--- src/sv/wkts_pkg.sv ---
`default_nettype none
package wkts_pkg;

  localparam int ID_W   = 32;
  localparam int LVL_W  = 8;
  localparam int RAT_W  = 12;
  localparam int WANT_W = 4;
  localparam int ST_W   = 3;
  localparam int PAY_W  = ID_W + LVL_W + RAT_W;

  localparam logic [ST_W-1:0] ST_ADDED = 3'd0;
  localparam logic [ST_W-1:0] ST_DUP   = 3'd1;
  localparam logic [ST_W-1:0] ST_FULL  = 3'd2;
  localparam logic [ST_W-1:0] ST_MATCH = 3'd3;
  localparam logic [ST_W-1:0] ST_NONE  = 3'd4;

  localparam logic OP_ADD   = 1'b0;
  localparam logic OP_QUERY = 1'b1;

  typedef enum logic [2:0] {
    S_IDLE,
    S_SCAN_ID,
    S_DECIDE,
    S_SCAN_D,
    S_DRAIN,
    S_RESP,
    S_EMIT
  } state_t;

endpackage
`default_nettype wire

--- src/sv/wkts_cell.sv ---
`default_nettype none
module wkts_cell #(
  parameter int DW = 41
) (
  input  wire                         clk,
  input  wire                         rst_n,
  input  wire                         clr,
  input  wire                         shift,
  input  wire                         in_v,
  input  wire  [DW-1:0]               in_dist,
  input  wire  [wkts_pkg::PAY_W-1:0]  in_pay,
  input  wire                         nb_v,
  input  wire  [wkts_pkg::PAY_W-1:0]  nb_pay,
  output logic                        pass_v_r,
  output logic [DW-1:0]               pass_dist_r,
  output logic [wkts_pkg::PAY_W-1:0]  pass_pay_r,
  output logic                        hold_v_r,
  output logic [wkts_pkg::PAY_W-1:0]  hold_pay_r
);

  logic [DW-1:0] hold_dist_r;
  logic          take;

  // keep the smaller, pass the larger; ties stay put so lower slots win
  assign take = in_v && (!hold_v_r || (in_dist < hold_dist_r));

  always_ff @(posedge clk) begin
    if (!rst_n || clr) begin
      hold_v_r <= 1'b0;
      pass_v_r <= 1'b0;
    end else if (shift) begin
      hold_v_r <= nb_v;
      pass_v_r <= 1'b0;
    end else begin
      pass_v_r <= in_v && (!take || hold_v_r);
      if (take) hold_v_r <= 1'b1;
    end
    if (shift) begin
      hold_pay_r <= nb_pay;
    end else if (take) begin
      hold_dist_r <= in_dist;
      hold_pay_r  <= in_pay;
      pass_dist_r <= hold_dist_r;
      pass_pay_r  <= hold_pay_r;
    end else begin
      pass_dist_r <= in_dist;
      pass_pay_r  <= in_pay;
    end
  end

endmodule
`default_nettype wire

--- config.mk ---
export PLATFORM = sky130hd
export DESIGN_NAME = wkts_cell
export DESIGN_NICKNAME = d
export VERILOG_FILES = /design/src/sv/wkts_pkg.sv /design/src/sv/wkts_cell.sv
export SDC_FILE = /design/constraint.sdc
export NUM_CORES = 1
export LEC_CHECK = 0
export BUFFER_PORTS_ARGS = -buffer_cell sky130_fd_sc_hd__buf_2
export CAP_MARGIN = 5
export CORE_MARGIN = 2
export CORE_UTILIZATION = 51
export CTS_CLUSTER_DIAMETER = 120
export CTS_CLUSTER_SIZE = 40
export DETAILED_ROUTE_END_ITERATION = 12
export PLACE_DENSITY = 0.89
export SYNTH_ARGS = -nofsm -noshare
export SYNTH_HDL_FRONTEND = slang
export SYNTH_SLANG_ARGS = --single-unit
--- constraint.sdc ---
create_clock -name clk -period 4.3 [get_ports clk]
set_input_delay 0.215 -clock clk [delete_from_list [all_inputs] [get_ports clk]]
set_output_delay 0.215 -clock clk [all_outputs]
set_load 0.01 [all_outputs]
* Yosys cells after proc, flatten, opt, wreduce, memory -nomap -nowiden
Cells that the tools add are included.
** Storage, ports and cells
- Register bits :: 188
- Word-level logic and storage cells :: 25
** Operators by class
- $lt $le $gt $ge :: 1
- Multiplexer cells :: 6
- Bitwise logic cells :: 1
- Reductions and logical operators :: 11
** Operators by type and width (count)
- two-way mux 52 bit :: 3
- < comparator 41 bit :: 1
- two-way mux 41 bit :: 1
- logical NOT 1 bit :: 3
- logical OR 1 bit :: 3
- logical AND 1 bit :: 2
- two-way mux 1 bit :: 2
- AND reduction 2 bit :: 1
- nonzero test 2 bit :: 1
- OR reduction 2 bit :: 1
- inverter 1 bit :: 1

* Longest topological paths before layout
Gate-level depths: netlist (run 1).
- Depth in word-level cells :: 6
- Mapped depth :: 10

* Worst setup path after synthesis (run 1)
No wires, ideal clock.
- Path kind :: input-to-reg
- Start point :: in shift
- End point :: reg hold_dist_r[0], enable pin
- Data arrival time :: 3579 ps
- Required time :: 3898 ps
- Setup slack :: 319 ps
- Cell stages on the path :: 3
- Path through :: clkbuf_1 -> inv_1 -> and3_1
** On the way
- Longest elaborated chain between the ends :: 2
** RTL lines
- start: declaration :: line wkts_cell.sv:8 : input wire shift,
- inverter 1 bit (no line)
- AND reduction 2 bit (no line)
- end signal: assignment :: line wkts_cell.sv:41 : hold_dist_r <= in_dist;
- end: declaration :: line wkts_cell.sv:21 : logic [DW-1:0] hold_dist_r;
Every way passes these cells.
A chain may end at the register's enable or synchronous reset.

* Final worst setup path (run 1)
- Start point :: in in_dist[32]
- End point :: reg pass_pay_r[26] (netlist name), data pin
** On the way
- Longest elaborated chain between the ends :: 4
** RTL lines
- start: declaration :: line wkts_cell.sv:10 : input wire [DW-1:0] in_dist,
- < comparator 41 bit :: line wkts_cell.sv:25 : assign take = in_v && (!hold_v_r || (in_dist < hold_dist_r));
- logical OR 1 bit :: line wkts_cell.sv:25
- logical AND 1 bit :: line wkts_cell.sv:25
- two-way mux 52 bit :: line wkts_cell.sv:40 : end else if (take) begin
- end signal: assignment :: line wkts_cell.sv:44 : pass_pay_r <= hold_pay_r;
- end signal: assignment :: line wkts_cell.sv:47 : pass_pay_r <= in_pay;
- end: declaration :: line wkts_cell.sv:16 : output logic [wkts_pkg::PAY_W-1:0] pass_pay_r,
Every way passes these cells.

==> run summary, run 1 <==
Crit path arrival time = 3430 ps
PnR Total Power = 4350 uW
Final Critical Period = 3260 ps
Max Fclk = 307 MHz
CTS root buffer = clkbuf_16
Final Cycle Share = 75.9%
WL/cell = 18.8 um
Pleak = 0.00489 uW
H-tree Lvls = 4
Initial Util = 52.5%
CTS buffer count = 17
Synth Warn # = 0
Worst Hold Slack = 15.8 ps
Clk buf depth = 2
FILL cells = 1125
DRT Wirelength = 20.0 mm
Die Span Y = 135 um
Final Hold Vio Count = 0
Worst path required time = 4470 ps
Die ar. = 18200 um2
FF+latch area = 5630 um2
Number of distinct library cells after synthesis = 36
Residual DRC = 0
Number of cell rows = 47
CTS tree = done
Worst slew pin tran = 975 ps
Worst supply voltage drop on vdd = 0.265 mV
Crit path launch = in_dist[32]
Worst-skew pair later-pin latency = 430 ps
Post-Layout Cell Count = 1066
Vias = 5496
Startpoint type of the worst setup path = primary input
Clock skew = 11.9 ps
Critical R2R Capture = pass_pay_r[26]$_DFFE_PN_
Vias in the first global route = 5704
Synth area leader = edfxtp_1
Pwr/cell area = 390 nW/um2
Synth top area share = 64.0%
Initial antenna violation count = 1
IO Port Bufs = 297
Area of the multi-input gates = 2770 um2
Worst Reg2Reg Path Length in Cells = 9
Max_slew headroom = 35.0%
Slew Limit Fails = 0
Post-DP HPWL = 14.5 mm
R2R Setup Slk = 1130 ps
Syn Nets = 691
Share of layout cells above drive strength 1 = 55.7%
CTS Hold Buffers Added = 28
Clock transition at path regs = 70 ps
Setup bufs post-CTS = 0
# clock sinks = 188
Routability cong. = 0.781
1st-iter DRT viols = 250
Outcome = complete, no violations
HP Class = primary input to flip-flop
Post-route cell area = 11200 um2
Synthesized flop and latch total = 188
Placed Area = 10400 um2
Synthesized cell area = 8730 um2
Initial DRT Pass Iterations = 7
Max-Cap Viols = 0
Largest net degree at the start of global routing = 72
Remaining global-route overflow = 0
Die Wd = 135 um
ANT cells = 0
Core Box Area = 16600 um2
PostCTS Resize Cnt = 0
Via/cell ratio = 5.16
Worst Setup End Kind = flip-flop
Total GRT Usage = 21.9%
Avg Inst Size Synth = 17.5 um2
Top fanout value on the critical path = 35
Ports = 298
End of the critical path = pass_pay_r[26]$_DFFE_PN_
RR Startpoint = hold_dist_r[32]$_DFFE_PP_
P&R area growth vs syn = 27.9%
Dpl cells = 1007
Area contributors post-synth = edfxtp_1 64%, mux2_2 11%, mux2_4 8.6%, ha_1 5.7%, inv_1 1.8%
Layout Nets = 1025
Setup_tns = 0 ps
Final setup viols = 0
Synth Instances = 500
Antenna Nets Post-Route = 0
Kind of critical path = primary input to flip-flop
First-pass GRT wire length = 30.1 mm
RSZ-0062 raised after global routing = false
Register area share after synthesis = 64.4%
-- stage by stage --
step                      worst slack, ps  utilization, %
final                                1040            67.1
after global routing                  824            67.1
after CTS                            1150            67.1
after detailed placement             1230            62.4
after global placement               1310            62.4
after floorplan                       319               -
-- worst max-delay path, stage by stage --
cell	delay, ps
dlygate4sd3_1	530
buf_2	140
ha_1	340
a21oi_1	170
o21ai_0	180
a211oi_1	490
o2111ai_2	210
o22ai_4	180
buf_4	520
mux2_2	410
-- worst min path at each step --
stage / cells past startpoint / end / startpoint / slack, ps
after floorplan: 1 / pass_v_r$_SDFF_PP0_ / clr / 290
after global placement: 2 / pass_v_r$_SDFF_PP0_ / clr / 390
after detailed placement: 2 / pass_v_r$_SDFF_PP0_ / clr / 400
after CTS: 1 / hold_dist_r[5]$_DFFE_PP_ / in_dist[5] / 3
after global routing: 1 / hold_dist_r[38]$_DFFE_PP_ / in_dist[38] / 0.7
final: 1 / hold_dist_r[38]$_DFFE_PP_ / in_dist[38] / 20
-- report_power, final --
| group | internal [uW] | switching, uW |
|---|---|---|
| registers | 2200 | 54.5 |
| clock network | 728 | 675 |
| logic | 349 | 343 |
| total | 3280 | 1070 |
-- cell usage in the layout, fill, tap and decap left out, types with 7 or more instances in the layout --
cell type and count:
inv_1 41, mux2_2 86, buf_2 297, mux2_1 9, mux2_4 50, clkbuf_16 17, edfxtp_1 186, dlygate4sd3_1 28
nand2_1 7, ha_1 40, a21oi_1 13, o21ai_0 7
-- cells in the mapped netlist --
cell and number:
a2111oi_2 1, a211oi_1 1, a21o_1 3, a21oi_1 13, a221oi_1 2, a32o_1 1, a41o_1 1, and3_1 2
and4_1 3, and4bb_1 1, buf_12 5, buf_4 3, buf_8 2, clkbuf_1 6, dfxtp_1 2, edfxtp_1 186
ha_1 40, inv_1 42, mux2_1 9, mux2_2 86, mux2_4 50, nand2_1 7, nand2b_1 2, nand3_1 4
nand4_1 5, nor2_1 3, nor3_1 2, nor3_2 1, nor3b_1 1, nor4b_1 1, o2111ai_2 1, o211ai_1 4
o21a_1 1, o21ai_0 7, o22ai_4 1, or2_1 1
-- per-layer routing --
| layer | vias up | wire [um] | share of wire, % | global-route usage, % |
|---|---|---|---|---|
| met2 | 234 | 10600 | 53 | 39.4 |
| met4 | 2 | 386 | 1.9 | 7.13 |
| met1 | 2636 | 7660 | 38 | 25.0 |
| met3 | 31 | 1350 | 6.7 | 6.31 |
| li1 | 2593 | - | - | - |
| met5 | - | 11 | 0.055 | 0 |
-- layout make-up --
type                            instances  area share (%)
Clock buffer                           18            3.84
Sequential cell                       188            50.4
Timing Repair Buffer                  331            16.3
Tap cell                              220            2.47
Clock inverter                         13           0.706
Multi-Input combinational cell        254            24.8
Inverter                               42            1.43
-- sequential cells by signal (all words and copies together) (netlist names) --
name,flops
hold_v_r,1
hold_dist_r,41
pass_dist_r,41
pass_pay_r,52
pass_v_r,1
hold_pay_r,52
-- kinds of logic after synthesis --
family,count (synthesis),synth area share (%)
DFF,188,64.4
muxes,145,20.9
buffers and inverters,58,3.81
adders and majority gates,40,5.73
AOI/OAI and AO/OA,36,2.92
and+or+nand+nor,33,2.24
Note: power is estimated with default switching activity, not from simulation.
==> run 2: changes to the inputs <==
Settings changed: ABC_AREA from default to 1, CORE_UTILIZATION 51 to 46, PLACE_DENSITY 0.89 to 0.85.
Clock period 4.3 ns to 3 ns, I/O delays scaled along.
==> run 2 against run 1 <==
Non-clock buffer count increased by 111. Wire length increased by 32%. First-iteration DRC count increased to 2.7 times the previous value. Hold slack got worse by 8.1 ps. Die area increased by 11%. Critical path depth increased by 3. Register-to-register slack got worse by 850 ps. Utilization decreased by 0.82 points. Flip-flop and latch count unchanged. Synthesized cell count increased by 72%. Design area increased by 11%. Clock power increased by 63%. Critical path type unchanged. Largest power group unchanged. Highest routed layer is now met4.
==> run summary, run 2 <==
Outcome = complete, no violations
Die ar. = 20200 um2
Pwr/cell area = 527 nW/um2
Dpl cells = 1355
H-tree Lvls = 4
Synthesized cell area = 8760 um2
Final Critical Period = 2730 ps
HP Class = primary input to flip-flop
Hold depth = 3
Residual DRC = 0
Register area share after synthesis = 64.2%
Via/cell ratio = 5.22
Vias = 7958
Syn Nets = 1049
Share of layout cells above drive strength 1 = 26.7%
Core Box Area = 18700 um2
Largest regs = hold_pay_r: 52 flops, pass_pay_r: 52 flops
# clock sinks = 188
CTS root buffer = clkbuf_16
Clock skew = 10.5 ps
Busiest layer in global routing = met2
Max_slew headroom = 57.2%
Initial DRT Pass Iterations = 5
FF+latch area = 5630 um2
Final worst slack = 270 ps
Max-Cap Viols = 0
Post-Layout Cell Count = 1525
CTS tree = done
Most frequent cells in the layout = 390 x nand2_1, 296 x buf_2, 186 x edfxtp_1
Largest net degree at the start of global routing = 94
Synth Instances = 858
Number of distinct library cells after synthesis = 21
Slew Limit Fails = 0
Async SR Flop Fraction = 0%
PnR Total Power = 6530 uW
GR Util met2 = 44.4%
Worst path required time = 3090 ps
IO Port Bufs = 297
P&R area growth vs syn = 41.5%
Final Hold Vio Count = 0
Synthesized flop and latch total = 188
Most common cell after layout, fill and taps aside = nand2_1
Final setup viols = 0
Die Span Y = 142 um
Vias in the first global route = 8131
Max Fclk = 366 MHz
Number of cell rows = 50
Initial Util = 46.8%
Antenna Nets Post-Route = 0
M3 GR Usage = 5.45%
Worst Reg2Reg Path Length in Cells = 15
Worst supply voltage drop on vdd = 0.373 mV
Synth top cells by count = 391 x nand2_1, 186 x edfxtp_1, 96 x nand3_1
Most common cell in the netlist = nand2_1
Area of the multi-input gates = 2710 um2
WL/cell = 17.3 um
Utilization after layout = 66.3%
FILL cells = 1266
Startpoint type of the worst setup path = primary input
Synth top area share = 63.8%
Worst-skew pair later-pin latency = 430 ps
Total GRT Usage = 26.0%
Worst Setup End Kind = flip-flop
Top fanout value on the critical path = 52
Area contributors post-synth = edfxtp_1 64%, nand2_1 17%, ha_1 5.7%, nand3_1 5.5%, inv_1 2.3%
Post-DP HPWL = 15.5 mm
1st-iter DRT viols = 668
Clock transition at path regs = 70 ps
DRT Wirelength = 26.4 mm
Post-synth EDFFs = 186
Initial antenna violation count = 1
Die Wd = 142 um
Final Cycle Share = 91.0%
Remaining global-route overflow = 0
Avg Inst Size Synth = 10.2 um2
Routability cong. = 0.816
Place WS = 318 ps
Synth Warn # = 0
Clk buf depth = 2
Met1 usage = 30.1%
Crit path arrival time = 2820 ps
CTS buffer count = 17
Layout Nets = 1467
RSZ-0062 raised after global routing = false
Pleak = 0.00603 uW
Kind of critical path = primary input to flip-flop
First-pass GRT wire length = 40.6 mm
Main synth FF type = edfxtp_1
Ports = 298
Worst slew pin tran = 642 ps
Synth area leader = edfxtp_1
Setup_tns = 0 ps
run 2: timing repair:
action / in CTS / in global routing
hold buffers: 136 / 0
hold endpoints to repair: 116 / 0
buffers inserted: 0 / 0
endpoints found under the setup margin: 0 / 23
gates resized for setup: 0 / 1
run 2: final timing paths:
check | from | end | slack (ps)
setup / recovery | in_dist[24] | hold_pay_r[50]$_DFFE_PP_ | 270
hold / removal | nb_pay[23] | hold_pay_r[23]$_DFFE_PP_ | 8
setup reg to reg | hold_dist_r[32]$_DFFE_PP_ | pass_pay_r[21]$_DFFE_PN_ | 280
hold reg to reg | hold_pay_r[26]$_DFFE_PP_ | pass_pay_r[26]$_DFFE_PN_ | 570
run 2: logic make-up after synthesis:
group	count (synthesis)	synth area share (%)
compound gates	23	1.46
fa+ha+maj	40	5.71
flops	188	64.2
simple gates	511	23.5
buf+inv	96	5.06
run 2: report_power, final:
group / leakage (uW) / switching, uW / internal (uW) / total, uW
Combinational: 0.00388 / 589 / 456 / 1050
Sequential: 0.00186 / 78.4 / 3130 / 3210
Clock: 0.000289 / 1030 / 1250 / 2280
run 2: worst max-delay path, cell delays in order:
cell and delay, ps:
dlygate4sd3_1 540, buf_2 150, ha_1 350, a21oi_1 210, o21ai_0 150, nor2_1 160, nand2_1 90, nand2_1 80
nand3_2 80, nand2_4 100, nand2_4 210, nand2_2 180, buf_12 270
run 2: cell type report:
cell class / count / share of cell area [%]
antenna: 2 / 0.0404
tap: 234 / 2.36
timing repair buffer: 442 / 24.0
inverter: 53 / 1.65
sequential: 188 / 45.4
multi-input combinational: 574 / 21.9
clock buffer: 17 / 3.43
clock inverter: 15 / 1.31
run 2: layer usage:
layer	share of wire, %	wire [um]
met3	7.4	1940
met2	51	13400
met1	37	9660
met5	0	0
met4	5.3	1400
run 2: metrics by stage:
step	instance area, um2	hold WS (ps)
3_3_place_gp	10400	364
4_1_cts	12400	0.119
3_5_place_dp	10400	366
6_report	12400	7.68
5_1_grt	12400	3.16
2_1_floorplan	8770	249
