[src/sv/wkts_pkg.sv]
`default_nettype none
package wkts_pkg;

  localparam int ID_W   = 32;
  localparam int LVL_W  = 8;
  localparam int RAT_W  = 12;
  localparam int WANT_W = 4;
  localparam int ST_W   = 3;
  localparam int PAY_W  = ID_W + LVL_W + RAT_W;

  localparam logic [ST_W-1:0] ST_ADDED = 3'd0;
  localparam logic [ST_W-1:0] ST_DUP   = 3'd1;
  localparam logic [ST_W-1:0] ST_FULL  = 3'd2;
  localparam logic [ST_W-1:0] ST_MATCH = 3'd3;
  localparam logic [ST_W-1:0] ST_NONE  = 3'd4;

  localparam logic OP_ADD   = 1'b0;
  localparam logic OP_QUERY = 1'b1;

  typedef enum logic [2:0] {
    S_IDLE,
    S_SCAN_ID,
    S_DECIDE,
    S_SCAN_D,
    S_DRAIN,
    S_RESP,
    S_EMIT
  } state_t;

endpackage
`default_nettype wire

[src/sv/wkts_dist.sv]
`default_nettype none
module wkts_dist #(
  parameter int LM2W = 16,
  parameter int RM2W = 24,
  parameter int DW   = 41,
  parameter int XW   = 6,
  parameter logic [LM2W-1:0] LM2 = '0,
  parameter logic [RM2W-1:0] RM2 = '0
) (
  input  wire                           clk,
  input  wire                           rst_n,
  input  wire                           in_v,
  input  wire  [wkts_pkg::LVL_W-1:0]    self_lvl,
  input  wire  [wkts_pkg::RAT_W-1:0]    self_rat,
  input  wire  [wkts_pkg::PAY_W-1:0]    in_pay,
  input  wire  [XW-1:0]                 in_idx,
  output logic                          out_v,
  output logic [DW+XW-1:0]              out_dist,
  output logic [wkts_pkg::PAY_W-1:0]    out_pay
);

  localparam int LW = wkts_pkg::LVL_W;
  localparam int RW = wkts_pkg::RAT_W;
  localparam int PW = wkts_pkg::PAY_W;

  logic          v1_r, v2_r;
  logic [2*RW-1:0] dr2_r;
  logic [2*LW-1:0] dl2_r;
  logic [2*RW+LM2W-1:0] pr_r;
  logic [2*LW+RM2W-1:0] pl_r;
  logic [PW-1:0] p1_r, p2_r;
  logic [XW-1:0] i1_r, i2_r;
  logic [RW-1:0] rat, dr;
  logic [LW-1:0] lvl, dl;

  assign lvl = in_pay[wkts_pkg::ID_W +: LW];
  assign rat = in_pay[wkts_pkg::ID_W+LW +: RW];
  assign dr  = (rat > self_rat) ? (rat - self_rat) : (self_rat - rat);
  assign dl  = (lvl > self_lvl) ? (lvl - self_lvl) : (self_lvl - lvl);

  always_ff @(posedge clk) begin
    if (!rst_n) begin
      v1_r  <= 1'b0;
      v2_r  <= 1'b0;
      out_v <= 1'b0;
    end else begin
      v1_r  <= in_v;
      v2_r  <= v1_r;
      out_v <= v2_r;
    end
    dr2_r    <= (2*RW)'(dr) * (2*RW)'(dr);
    dl2_r    <= (2*LW)'(dl) * (2*LW)'(dl);
    p1_r     <= in_pay;
    i1_r     <= in_idx;
    pr_r     <= (2*RW+LM2W)'(dr2_r) * (2*RW+LM2W)'(LM2);
    pl_r     <= (2*LW+RM2W)'(dl2_r) * (2*LW+RM2W)'(RM2);
    p2_r     <= p1_r;
    i2_r     <= i1_r;
    // slot index in the low bits breaks distance ties toward the lower slot
    out_dist <= {DW'(pr_r) + DW'(pl_r), i2_r};
    out_pay  <= p2_r;
  end

endmodule
`default_nettype wire

[config.mk]
export PLATFORM = sky130hd
export DESIGN_NAME = wkts_dist
export DESIGN_NICKNAME = d
export VERILOG_FILES = /design/src/sv/wkts_pkg.sv /design/src/sv/wkts_dist.sv
export SDC_FILE = /design/constraint.sdc
export NUM_CORES = 1
export LEC_CHECK = 0
export BUFFER_PORTS_ARGS = -buffer_cell sky130_fd_sc_hd__buf_2
export CAP_MARGIN = 30
export CORE_MARGIN = 4
export CORE_UTILIZATION = 44
export DETAILED_ROUTE_END_ITERATION = 6
export PLACE_DENSITY = 0.76
export SETUP_SLACK_MARGIN = 0.3
export SLEW_MARGIN = 10
export SYNTH_ARGS = -nofsm -noshare
export SYNTH_HDL_FRONTEND = slang
export SYNTH_SLANG_ARGS = --single-unit
[constraint.sdc]
create_clock -name clk -period 0.8 [get_ports clk]
set_input_delay 0.12 -clock clk [delete_from_list [all_inputs] [get_ports clk]]
set_output_delay 0.12 -clock clk [all_outputs]
set_load 0.05 [all_outputs]
; ---- Word-level counts from Yosys, hierarchy flattened
; Cells that the tools add are included.
[word_totals]
wordCells = 9
out_inout_bits = 100
inputBits = 81
reg_bits = 177

; ---- Logic depth before layout (Yosys ltp)
; Gate-level depths: netlist (run 1).
[depth]
depth_word = 0
ltp_mapped = 1
mapped_depth_nobuf = 1

; ---- Worst setup path before layout (run 1)
; OpenSTA, ideal clock, no wires.
[synth_timing]
path_kind = reg-to-output
startpoint = register out_dist[0]
endpoint = output port out_dist[0]
slack_ns = 0.093
required_time_ns = 0.680
arrival_time_ns = 0.587
path_buffers = 0
path_stages_with_launch = 1
path_cell_list = dfxtp_1
[synth_rtl]
columns = item, line
row1 = "start, declared", wkts_dist.sv:18  ; output logic [DW+XW-1:0] out_dist,
row2 = "start signal, assigned", wkts_dist.sv:60  ; out_dist <= {DW'(pr_r) + DW'(pl_r), i2_r};
; No word-level cell between the ends.

; ---- Final worst setup path (run 1)
[layout_timing]
startpoint = register out_pay[2] in the netlist's numbering
endpoint = output port out_pay[2] in the netlist's numbering
[layout_rtl]
columns = item, line
row1 = "start, declared", wkts_dist.sv:19  ; output logic [wkts_pkg::PAY_W-1:0] out_pay
row2 = "start signal, assigned", wkts_dist.sv:61  ; out_pay <= p2_r;
; No word-level cell between the ends.

==> results of run 1 <==
[synthesized netlist by cell type, drive strengths merged]
| library cell | number |
|---|---|
| buf | 41 |
| conb | 1 |
| and2 | 3 |
| dfxtp | 177 |
[worst paths after layout]
kind	startpoint	endpoint
worst max-delay path	out_pay[2]	out_pay[2]
worst min-delay path	in_v	v1_r
worst max register to register	v1_r	v2_r
worst min register to register	p1_r[8]	p2_r[8]
[power groups by stage]
stage               Clock [mW]  Combinational (mW)  Sequential [mW]
detailed placement           0                1.28             9.50
CTS                       7.83                1.82             9.37
global route              8.23                1.91             9.43
finish                    7.68                1.85             9.39
global placement             0                1.27             9.48
floorplan                    0               0.577             10.0
[per-layer routing]
layer,up-vias,wire length [um],track usage
li1,993,-,-
met1,912,2590,0.145
met2,94,4240,0.275
met3,7,671,0.0628
met4,0,77,0.0646
met5,-,0,0
[cells by family (layout without fill, tap and decap cells)]
family,count (synthesis),count (layout)
AND/OR/NAND/NOR,3,3
flip-flops,177,177
buffers and inverters,41,211
other,1,41
[sequential cells by signal, summed over array words and instances (netlist names)]
| register | flops |
|---|---|
| out_pay | 52 |
| v2_r | 1 |
| i2_r | 6 |
| out_dist | 6 |
| p2_r | 52 |
| p1_r | 52 |
| out_v | 1 |
| v1_r | 1 |
| i1_r | 6 |
[cell usage in the layout (no fill, tap or decap)]
cell	instances
clkinv_8	5
inv_8	2
clkbuf_8	1
clkinv_4	4
dlygate4sd3_1	59
clkbuf_16	16
dfxtp_4	58
buf_8	59
and2_4	2
and2_1	1
clkbuf_1	1
dfxtp_2	2
conb_1	41
dfxtp_1	117
buf_2	60
inv_6	3
dlymetal6s4s_1	1
[repair_timing]
action                                 4_1_cts  5_1_grt
setup endpoints to repair                   61       62
endpoints found under the hold margin       61        0
resized for setup                          177        4
hold buffers                                60        0
[final cells by class]
type                            count  area, um^2
Clock buffer                       18         418
Clock inverter                     14         165
Fill cell                         449        1940
Multi-Input combinational cell     44         178
Sequential cell                   177        3760
Tap cell                          105         131
Timing Repair Buffer              179        1790
==> metrics.txt, run 1 <==
status finished, violations left; violated checks negative setup slack; die height 102 um; Seq pwr share 0.496; CTS tree done; Synth area leaders dfxtp_1, buf_4, and2_1; final period utilization 1.41; ANT cells 0; CTS Buffer Depth 2; CP Launch Type flip-flop; Hold Vio Cnt, Final 0; switching pwr 4.96 mW; Port Buffers 119; Synth Area in XOR/XNOR 0; CP peak stage delay 360 ps; # DRC 0; # rows 33; final setup TNS -18350 ps; Mapped Avg Cell Area 17.4 um^2; H-tree Lvls 4; placed cells 445; Net Sw Frac 0.262; PnR worst setup slack -328 ps; Via Count 2006; CP endpoint kind output port; fmax 886 MHz; total number of cells along the worst setup path 1; Tot GR Track Use 0.149; Post-DP Area 4660 um^2; Synth Area in Simple Gates 0.00484; Starting Density 0.462; HPWL after DPL 3870 um; Worst-path clk slew 70 ps; cells after synthesis 222; leading area contributor after synthesis dfxtp_1; Die Wd 102 um; drt wl/cell 14.1 um; cell internal pwr 14.0 mW; Worst Path Max Fanout 1; main combinational cell family by area after synthesis buffers and inverters; Area Growth Syn to Fin 66.4%; final net count 500; Core ar. 8380 um^2; die area 10400 um^2; Final Max Tran Viols 0; Design Area, Final 6440 um^2; Compound-Gate Fraction of Synth Area 0; clk_lat worst skew 500 ps; Power Dens Cells 2930 nW/um^2; vias per cell 3.74; CTS Buf Count 17; pin count of the biggest net entering global routing 20; reg2reg path depth 1; final setup violating endpoints 59; Synth top area share 0.915; mux cell area share after synthesis 0; Congestion Overflow GR 0; RSZ-0062 raised after global routing true; data required time of the worst path 680 ps; delay-heaviest family, CP flip-flops; Place WS 107 ps; Post-CTS Setup Bufs 0; GP Congestion 0.668; synthesized area 3870 um^2; Worst path slowest cell dfxtp_4; first-pass GRT wire length 11200 um; final hold slack 41.0 ps; io pins 181; Crit path buffers/inverters 1; Period minus WS final 1130 ps; Worst Clk Skew 9.93 ps; critical path, cell by cell buf_8; worst ir drop on vdd 2.15 mV; fraction of layout cells with a size suffix above 1 0.491; worst min-delay path category input port to flip-flop; Reg2Reg Setup Slack 250 ps; vias in the first global route 2150; max_cap viols 0; Seq cells post-synth 177; WHS Path Cells 3; Final Util 0.769; Post-Synth Adder-Cell Area 0; DRT iter0 DRCs 31; crit path DAT 1010 ps; Comb pwr share 0.098; post-synth cell types 4; Crit Path Category flip-flop to output port; final wirelength 7580 um; Clock power frac 0.406; DRT antenna net count 0; antenna violations before repair 0; Sink Count 177; drt first pass iters 3; Design Power 18.9 mW; Layout Cells excl Fill 537; sequential-to-total area share from yosys stat 0.915; CTS root buf clkbuf_8; LEAKAGE 2.87 nW; Warnings, synthesis 0
No activity file was read; power rests on OpenSTA's default activity.
==> run 2: changes to the inputs <==
RECOVER_POWER = 100   (was default)
SLEW_MARGIN = 20   (was 10)
==> run 2 against run 1 <==
- the flow still finishes with violations (negative setup slack)
- critical path type unchanged
- sequential cell count unchanged
- utilization decreased by 0.075 points
- design area about the same
- final cell count unchanged
- sequential share of layout area up 0.057 points
- highest routed layer unchanged
- clock power hardly changed
- worst hold slack better by 0.58 ps
==> metrics.txt, run 2 (synthesized netlist as in run 1, its figures left out) <==
Post-DP Area 4660 um^2 (unchanged); Tot GR Track Use 0.149 (unchanged); Port Buffers 119 (unchanged); Starting Density 0.462 (unchanged); Die Wd 102 um (unchanged); Period minus WS final 1130 ps (-0.0480 ps); worst min-delay path category input port to flip-flop; LEAKAGE 2.86 nW (-0.51%); data required time of the worst path 680 ps (about the same); RSZ-0062 raised after global routing true; reg2reg path depth 1 (unchanged); worst ir drop on vdd 2.15 mV (about the same); crit path DAT 1010 ps (about the same); Hold Vio Cnt, Final 0 (unchanged); fmax 887 MHz (about the same); die area 10400 um^2 (unchanged); WHS Path Cells 3 (unchanged); drt wl/cell 14.1 um (about the same); vias in the first global route 2150 (unchanged); final hold slack 41.6 ps (+0.584 ps); clk_lat worst skew 500 ps (about the same); final wirelength 7580 um (about the same); Post-CTS Setup Bufs 0 (unchanged); Worst Path Max Fanout 1 (unchanged); Fillers 451 (+0.45%); CP peak stage delay 360 ps (about the same); Via Count 2006 (unchanged); DRT iter0 DRCs 31 (unchanged); critical path, cell by cell buf_8; Power Dens Cells 2940 nW/um^2 (about the same); first-pass GRT wire length 11200 um (unchanged); placed cells 445 (unchanged); io pins 181 (unchanged); Design Area, Final 6440 um^2 (about the same); Place WS 107 ps (unchanged); Crit path buffers/inverters 1 (unchanged); final net count 500 (unchanged); Layout Cells excl Fill 537 (unchanged); CTS tree done; HPWL after DPL 3870 um (unchanged); # rows 33 (unchanged); ANT cells 0 (unchanged); H-tree Lvls 4 (unchanged); final setup violating endpoints 59 (unchanged); Core ar. 8380 um^2 (unchanged); PnR worst setup slack -328 ps (+0.0480 ps); vias per cell 3.74 (unchanged); CTS Buf Count 17 (unchanged); Congestion Overflow GR 0 (unchanged); pin count of the biggest net entering global routing 20 (unchanged); Sink Count 177 (unchanged); Largest regs out_pay: 52 flops, p1_r: 52 flops, p2_r: 52 flops; status finished, violations left; # DRC 0 (unchanged); fraction of layout cells with a size suffix above 1 0.479 (-0.0116); commonest non-fill, non-tap cell in the layout dfxtp_1; die height 102 um (unchanged); Design Power 18.9 mW (about the same); Area Growth Syn to Fin 66.2% (about the same); CP Launch Type flip-flop; total number of cells along the worst setup path 1 (unchanged); Worst-path clk slew 70 ps (about the same); max_cap viols 0 (unchanged); drt first pass iters 3 (unchanged); delay-heaviest family, CP flip-flops; CTS Buffer Depth 2 (unchanged); Worst Clk Skew 9.93 ps (+0.00155 ps); violated checks negative setup slack; CP endpoint kind output port; Worst path slowest cell dfxtp_4; CTS root buf clkbuf_8; Final Max Tran Viols 0 (unchanged); DRT antenna net count 0 (unchanged); final period utilization 1.41 (about the same); most frequent cells in the layout dfxtp_1, dlygate4sd3_1, buf_8; GP Congestion 0.668 (unchanged); antenna violations before repair 0 (unchanged); Crit Path Category flip-flop to output port
[run 2: worst paths after layout]
kind	endpoint	start	slack, ps
hold / removal	v1_r	in_v	40
hold reg to reg	p2_r[8]	p1_r[8]	320
setup reg to reg	v2_r	v1_r	250
setup / recovery	out_pay[2]	out_pay[2]	-330
[run 2: power breakdown]
| part | internal, mW | switching [mW] |
|---|---|---|
| clock network | 4.04 | 3.64 |
| logic | 0.705 | 1.14 |
| registers | 9.20 | 0.186 |
[run 2: cell type report]
cell class | count | area [um^2] | area share
Clock inverter | 14 | 165 | 0.0257
Sequential cell | 177 | 3760 | 0.585
Clock buffer | 18 | 418 | 0.0649
Timing Repair Buffer | 179 | 1780 | 0.277
Multi-Input combinational cell | 44 | 178 | 0.0276
Tap cell | 105 | 131 | 0.0204
[run 2: timing repair]
| item | 4_1_cts | 5_1_grt |
|---|---|---|
| endpoints found under the setup margin | 61 | 62 |
| endpoints found under the hold margin | 61 | 0 |
| hold buffers | 60 | 0 |
| resized for setup | 177 | 4 |
[run 2: stage by stage]
stage | setup TNS, ps | utilization
2_1_floorplan | 0 | -
3_3_place_gp | 0 | 0.556
3_5_place_dp | 0 | 0.556
4_1_cts | -19800 | 0.768
5_1_grt | -21000 | 0.768
6_report | -18350 | 0.768
[run 2: routing by layer]
layer / routed length (um) / global-route usage / share of wire / vias up
met5: 0 / 0 / 0 / -
met4: 77 / 0.0646 / 0.010 / 0
met3: 666 / 0.0628 / 0.088 / 7
met2: 4240 / 0.275 / 0.56 / 94
met1: 2590 / 0.145 / 0.34 / 912
li1: - / - / - / 993
==> run 3: changes to the inputs <==
ABC_AREA = 1   (was default)
RECOVER_POWER = default   (was 100)
==> run 3 against run 2 <==
- the flow still finishes with violations (negative setup slack)
- final cell count grew 0.56%
- global-route usage rose by 1.1 points
- via count is 2.9% higher
- worst hold slack improved by 210 ps
- clock power up 0.9%
- sequential share of layout area increased by 0.099 points
- critical path depth unchanged
- combinational power barely moved
==> metrics.txt, run 3 <==
Hold Vio Cnt, Final 0 (unchanged); final setup TNS -17970 ps (+374 ps); reg2reg path depth 2 (+1); leading area contributor after synthesis dfxtp_1; count leader, synth dfxtp_1; Synth top area share 0.914 (about the same); Worst Setup SP out_pay[20]; CTS Buf Count 17 (unchanged); first-pass GRT wire length 12000 um (+7.4%); Period minus WS final 1120 ps (-7.26 ps); io pins 181 (unchanged); Sink Count 177 (unchanged); Congestion Overflow GR 0 (unchanged); final net count 503 (+0.60%); Mapped Avg Cell Area 17.2 um^2 (-1.2%); die area 10400 um^2 (about the same); most frequent cells in the layout dfxtp_1, dlygate4sd3_1, buf_2; Synth area leaders dfxtp_1, buf_4, inv_1; CTS Buffer Depth 2 (unchanged); Seq cells post-synth 177 (unchanged); Warnings, synthesis 0 (unchanged); GP Congestion 0.656 (-1.7%); final setup violating endpoints 59 (unchanged); Power Dens Cells 2950 nW/um^2 (+0.61%); worst ir drop on vdd 1.62 mV (-25%); CP peak stage delay 360 ps (about the same); HPWL after DPL 4160 um (+7.5%); Core ar. 8380 um^2 (unchanged); Area Growth Syn to Fin 65.8%; vias in the first global route 2258 (+5.0%); fmax 892 MHz (+0.65%); Worst-path clk slew 80 ps (about the same); Crit Path Category flip-flop to output port; Crit path buffers/inverters 1 (unchanged); Worst setup endpoint out_pay[20]; Port Buffers 119 (unchanged); critical path, cell by cell buf_8; commonest non-fill, non-tap cell in the layout dfxtp_1; DRT antenna net count 0 (unchanged); CTS tree done; antenna violations before repair 0 (unchanged); fraction of layout cells with a size suffix above 1 0.485 (+0.00589); Worst Clk Skew 8.44 ps (-1.49 ps); ANT cells 0 (unchanged); Final Max Tran Viols 0 (unchanged); vias per cell 3.82 (+2.4%); status finished, violations left; max_cap viols 0 (unchanged); Die Wd 102 um (about the same); Reg2Reg Setup Slack 320 ps (+70 ps); reg2reg end v2_r; delay-heaviest family, CP flip-flops; violated checks negative setup slack; Starting Density 0.463 (about the same); top post-synthesis cells by count dfxtp_1, buf_4, inv_1, nand2_1, conb_1; crit path DAT 1000 ps (about the same); drt wl/cell 14.8 um (+5.1%); number of flops mapped to enable cells by yosys 0 (unchanged); PnR worst setup slack -321 ps (+7.26 ps); clk_lat worst skew 500 ps (about the same); drt first pass iters 4 (+1); worst min-delay path category input port to flip-flop; Via Count 2065 (+2.9%); H-tree Lvls 4 (unchanged); final hold slack 249 ps (+208 ps); CP endpoint kind output port; pin count of the biggest net entering global routing 18 (-10%); final wirelength 8010 um (+5.6%); data required time of the worst path 680 ps (about the same); Worst Path Max Fanout 1 (unchanged); Synth async-reset ratio 0 (unchanged); Largest regs out_pay: 52 flops, p1_r: 52 flops, p2_r: 52 flops; synthesized area 3880 um^2 (about the same); Post-CTS Setup Bufs 0 (unchanged); Worst path slowest cell dfxtp_4; Tot GR Track Use 0.161 (+0.0114); CTS root buf clkbuf_8; LEAKAGE 2.87 nW (+0.38%); # DRC 0 (unchanged); die height 102 um (about the same); Final Util 0.767 (-0.00105); ys flop type dfxtp_1; Fillers 450 (-0.22%); post-synth cell types 5 (+1); total number of cells along the worst setup path 1 (unchanged); cells after synthesis 225 (+1.4%); RSZ-0062 raised after global routing true; final period utilization 1.40 (-0.00907); sequential-to-total area share from yosys stat 0.914 (about the same); CP Launch Type flip-flop; # rows 33 (unchanged); DRT iter0 DRCs 53 (+71%); Crit Reg-Reg Startpoint v1_r
run 3: cell types whose count changed in the layout (fill, tap and decap cells not counted), sizes merged, moves of 3 or more:
cell,before,now
clkinv,9,4
and2,3,0
clkinvlp,0,4
clkbuf,23,18
buf,114,119
nand2,0,3
inv,5,8
run 3: how the worst min path moves through the flow:
| stage | startpoint | depth (start not counted) | slack (ps) | end |
|---|---|---|---|---|
| after floorplan | in_idx[0] | 0 | 150 | i1_r[0] |
| after global placement | in_pay[36] | 1 | 220 | p1_r[36] |
| after detailed placement | in_pay[11] | 1 | 220 | p1_r[11] |
| after CTS | in_pay[11] | 2 | 220 | p1_r[11] |
| after global routing | in_pay[7] | 2 | 230 | p1_r[7] |
| final | in_pay[45] | 2 | 250 | p1_r[45] |
run 3: cell type report:
class	count	area (um^2)	area share
multi-input combinational	44	165	0.0257
sequential	177	3760	0.586
timing repair buffer	179	1790	0.278
clock buffer	18	418	0.0650
tap	105	131	0.0204
inverter	3	11.3	0.00175
clock inverter	14	153	0.0237
run 3: metrics by stage:
step	cell area, um^2	setup slack, ps	cells	power (mW)
after floorplan	4250	226	265	10.6
after global placement	4670	110	448	10.8
after detailed placement	4670	103	448	10.8
after CTS	6430	-348	540	19.0
after global routing	6430	-367	540	19.6
final	6430	-321	540	19.0
run 3: where the power goes:
part           total [mW]  leakage (nW)  internal [mW]  switching [mW]
clock                7.75         0.268           4.26            3.50
sequential           9.40          1.51           9.20           0.193
combinational        1.85          1.09          0.704            1.14
run 3: timing repair:
| action | in CTS | in global routing |
|---|---|---|
| pin swaps | 0 | 1 |
| hold buffers | 60 | 0 |
| cloned | 0 | 0 |
| endpoints found under the setup margin | 59 | 61 |
| endpoints found under the hold margin | 61 | 0 |
| resized for setup | 177 | 2 |
run 3: per-layer routing:
metal | GRT usage | share of wire | vias to the layer above
met4 | 0.0686 | 0.015 | 0
met1 | 0.144 | 0.32 | 952
li1 | - | - | 1000
met3 | 0.0621 | 0.085 | 10
met2 | 0.314 | 0.58 | 103
met5 | 0 | 0 | -
run 3: kinds of logic after synthesis:
logic type	Yosys count	share of synthesized area
flip-flops	177	0.914
buffers and inverters	44	0.0823
AND/OR/NAND/NOR	3	0.00290
other	1	0.000967
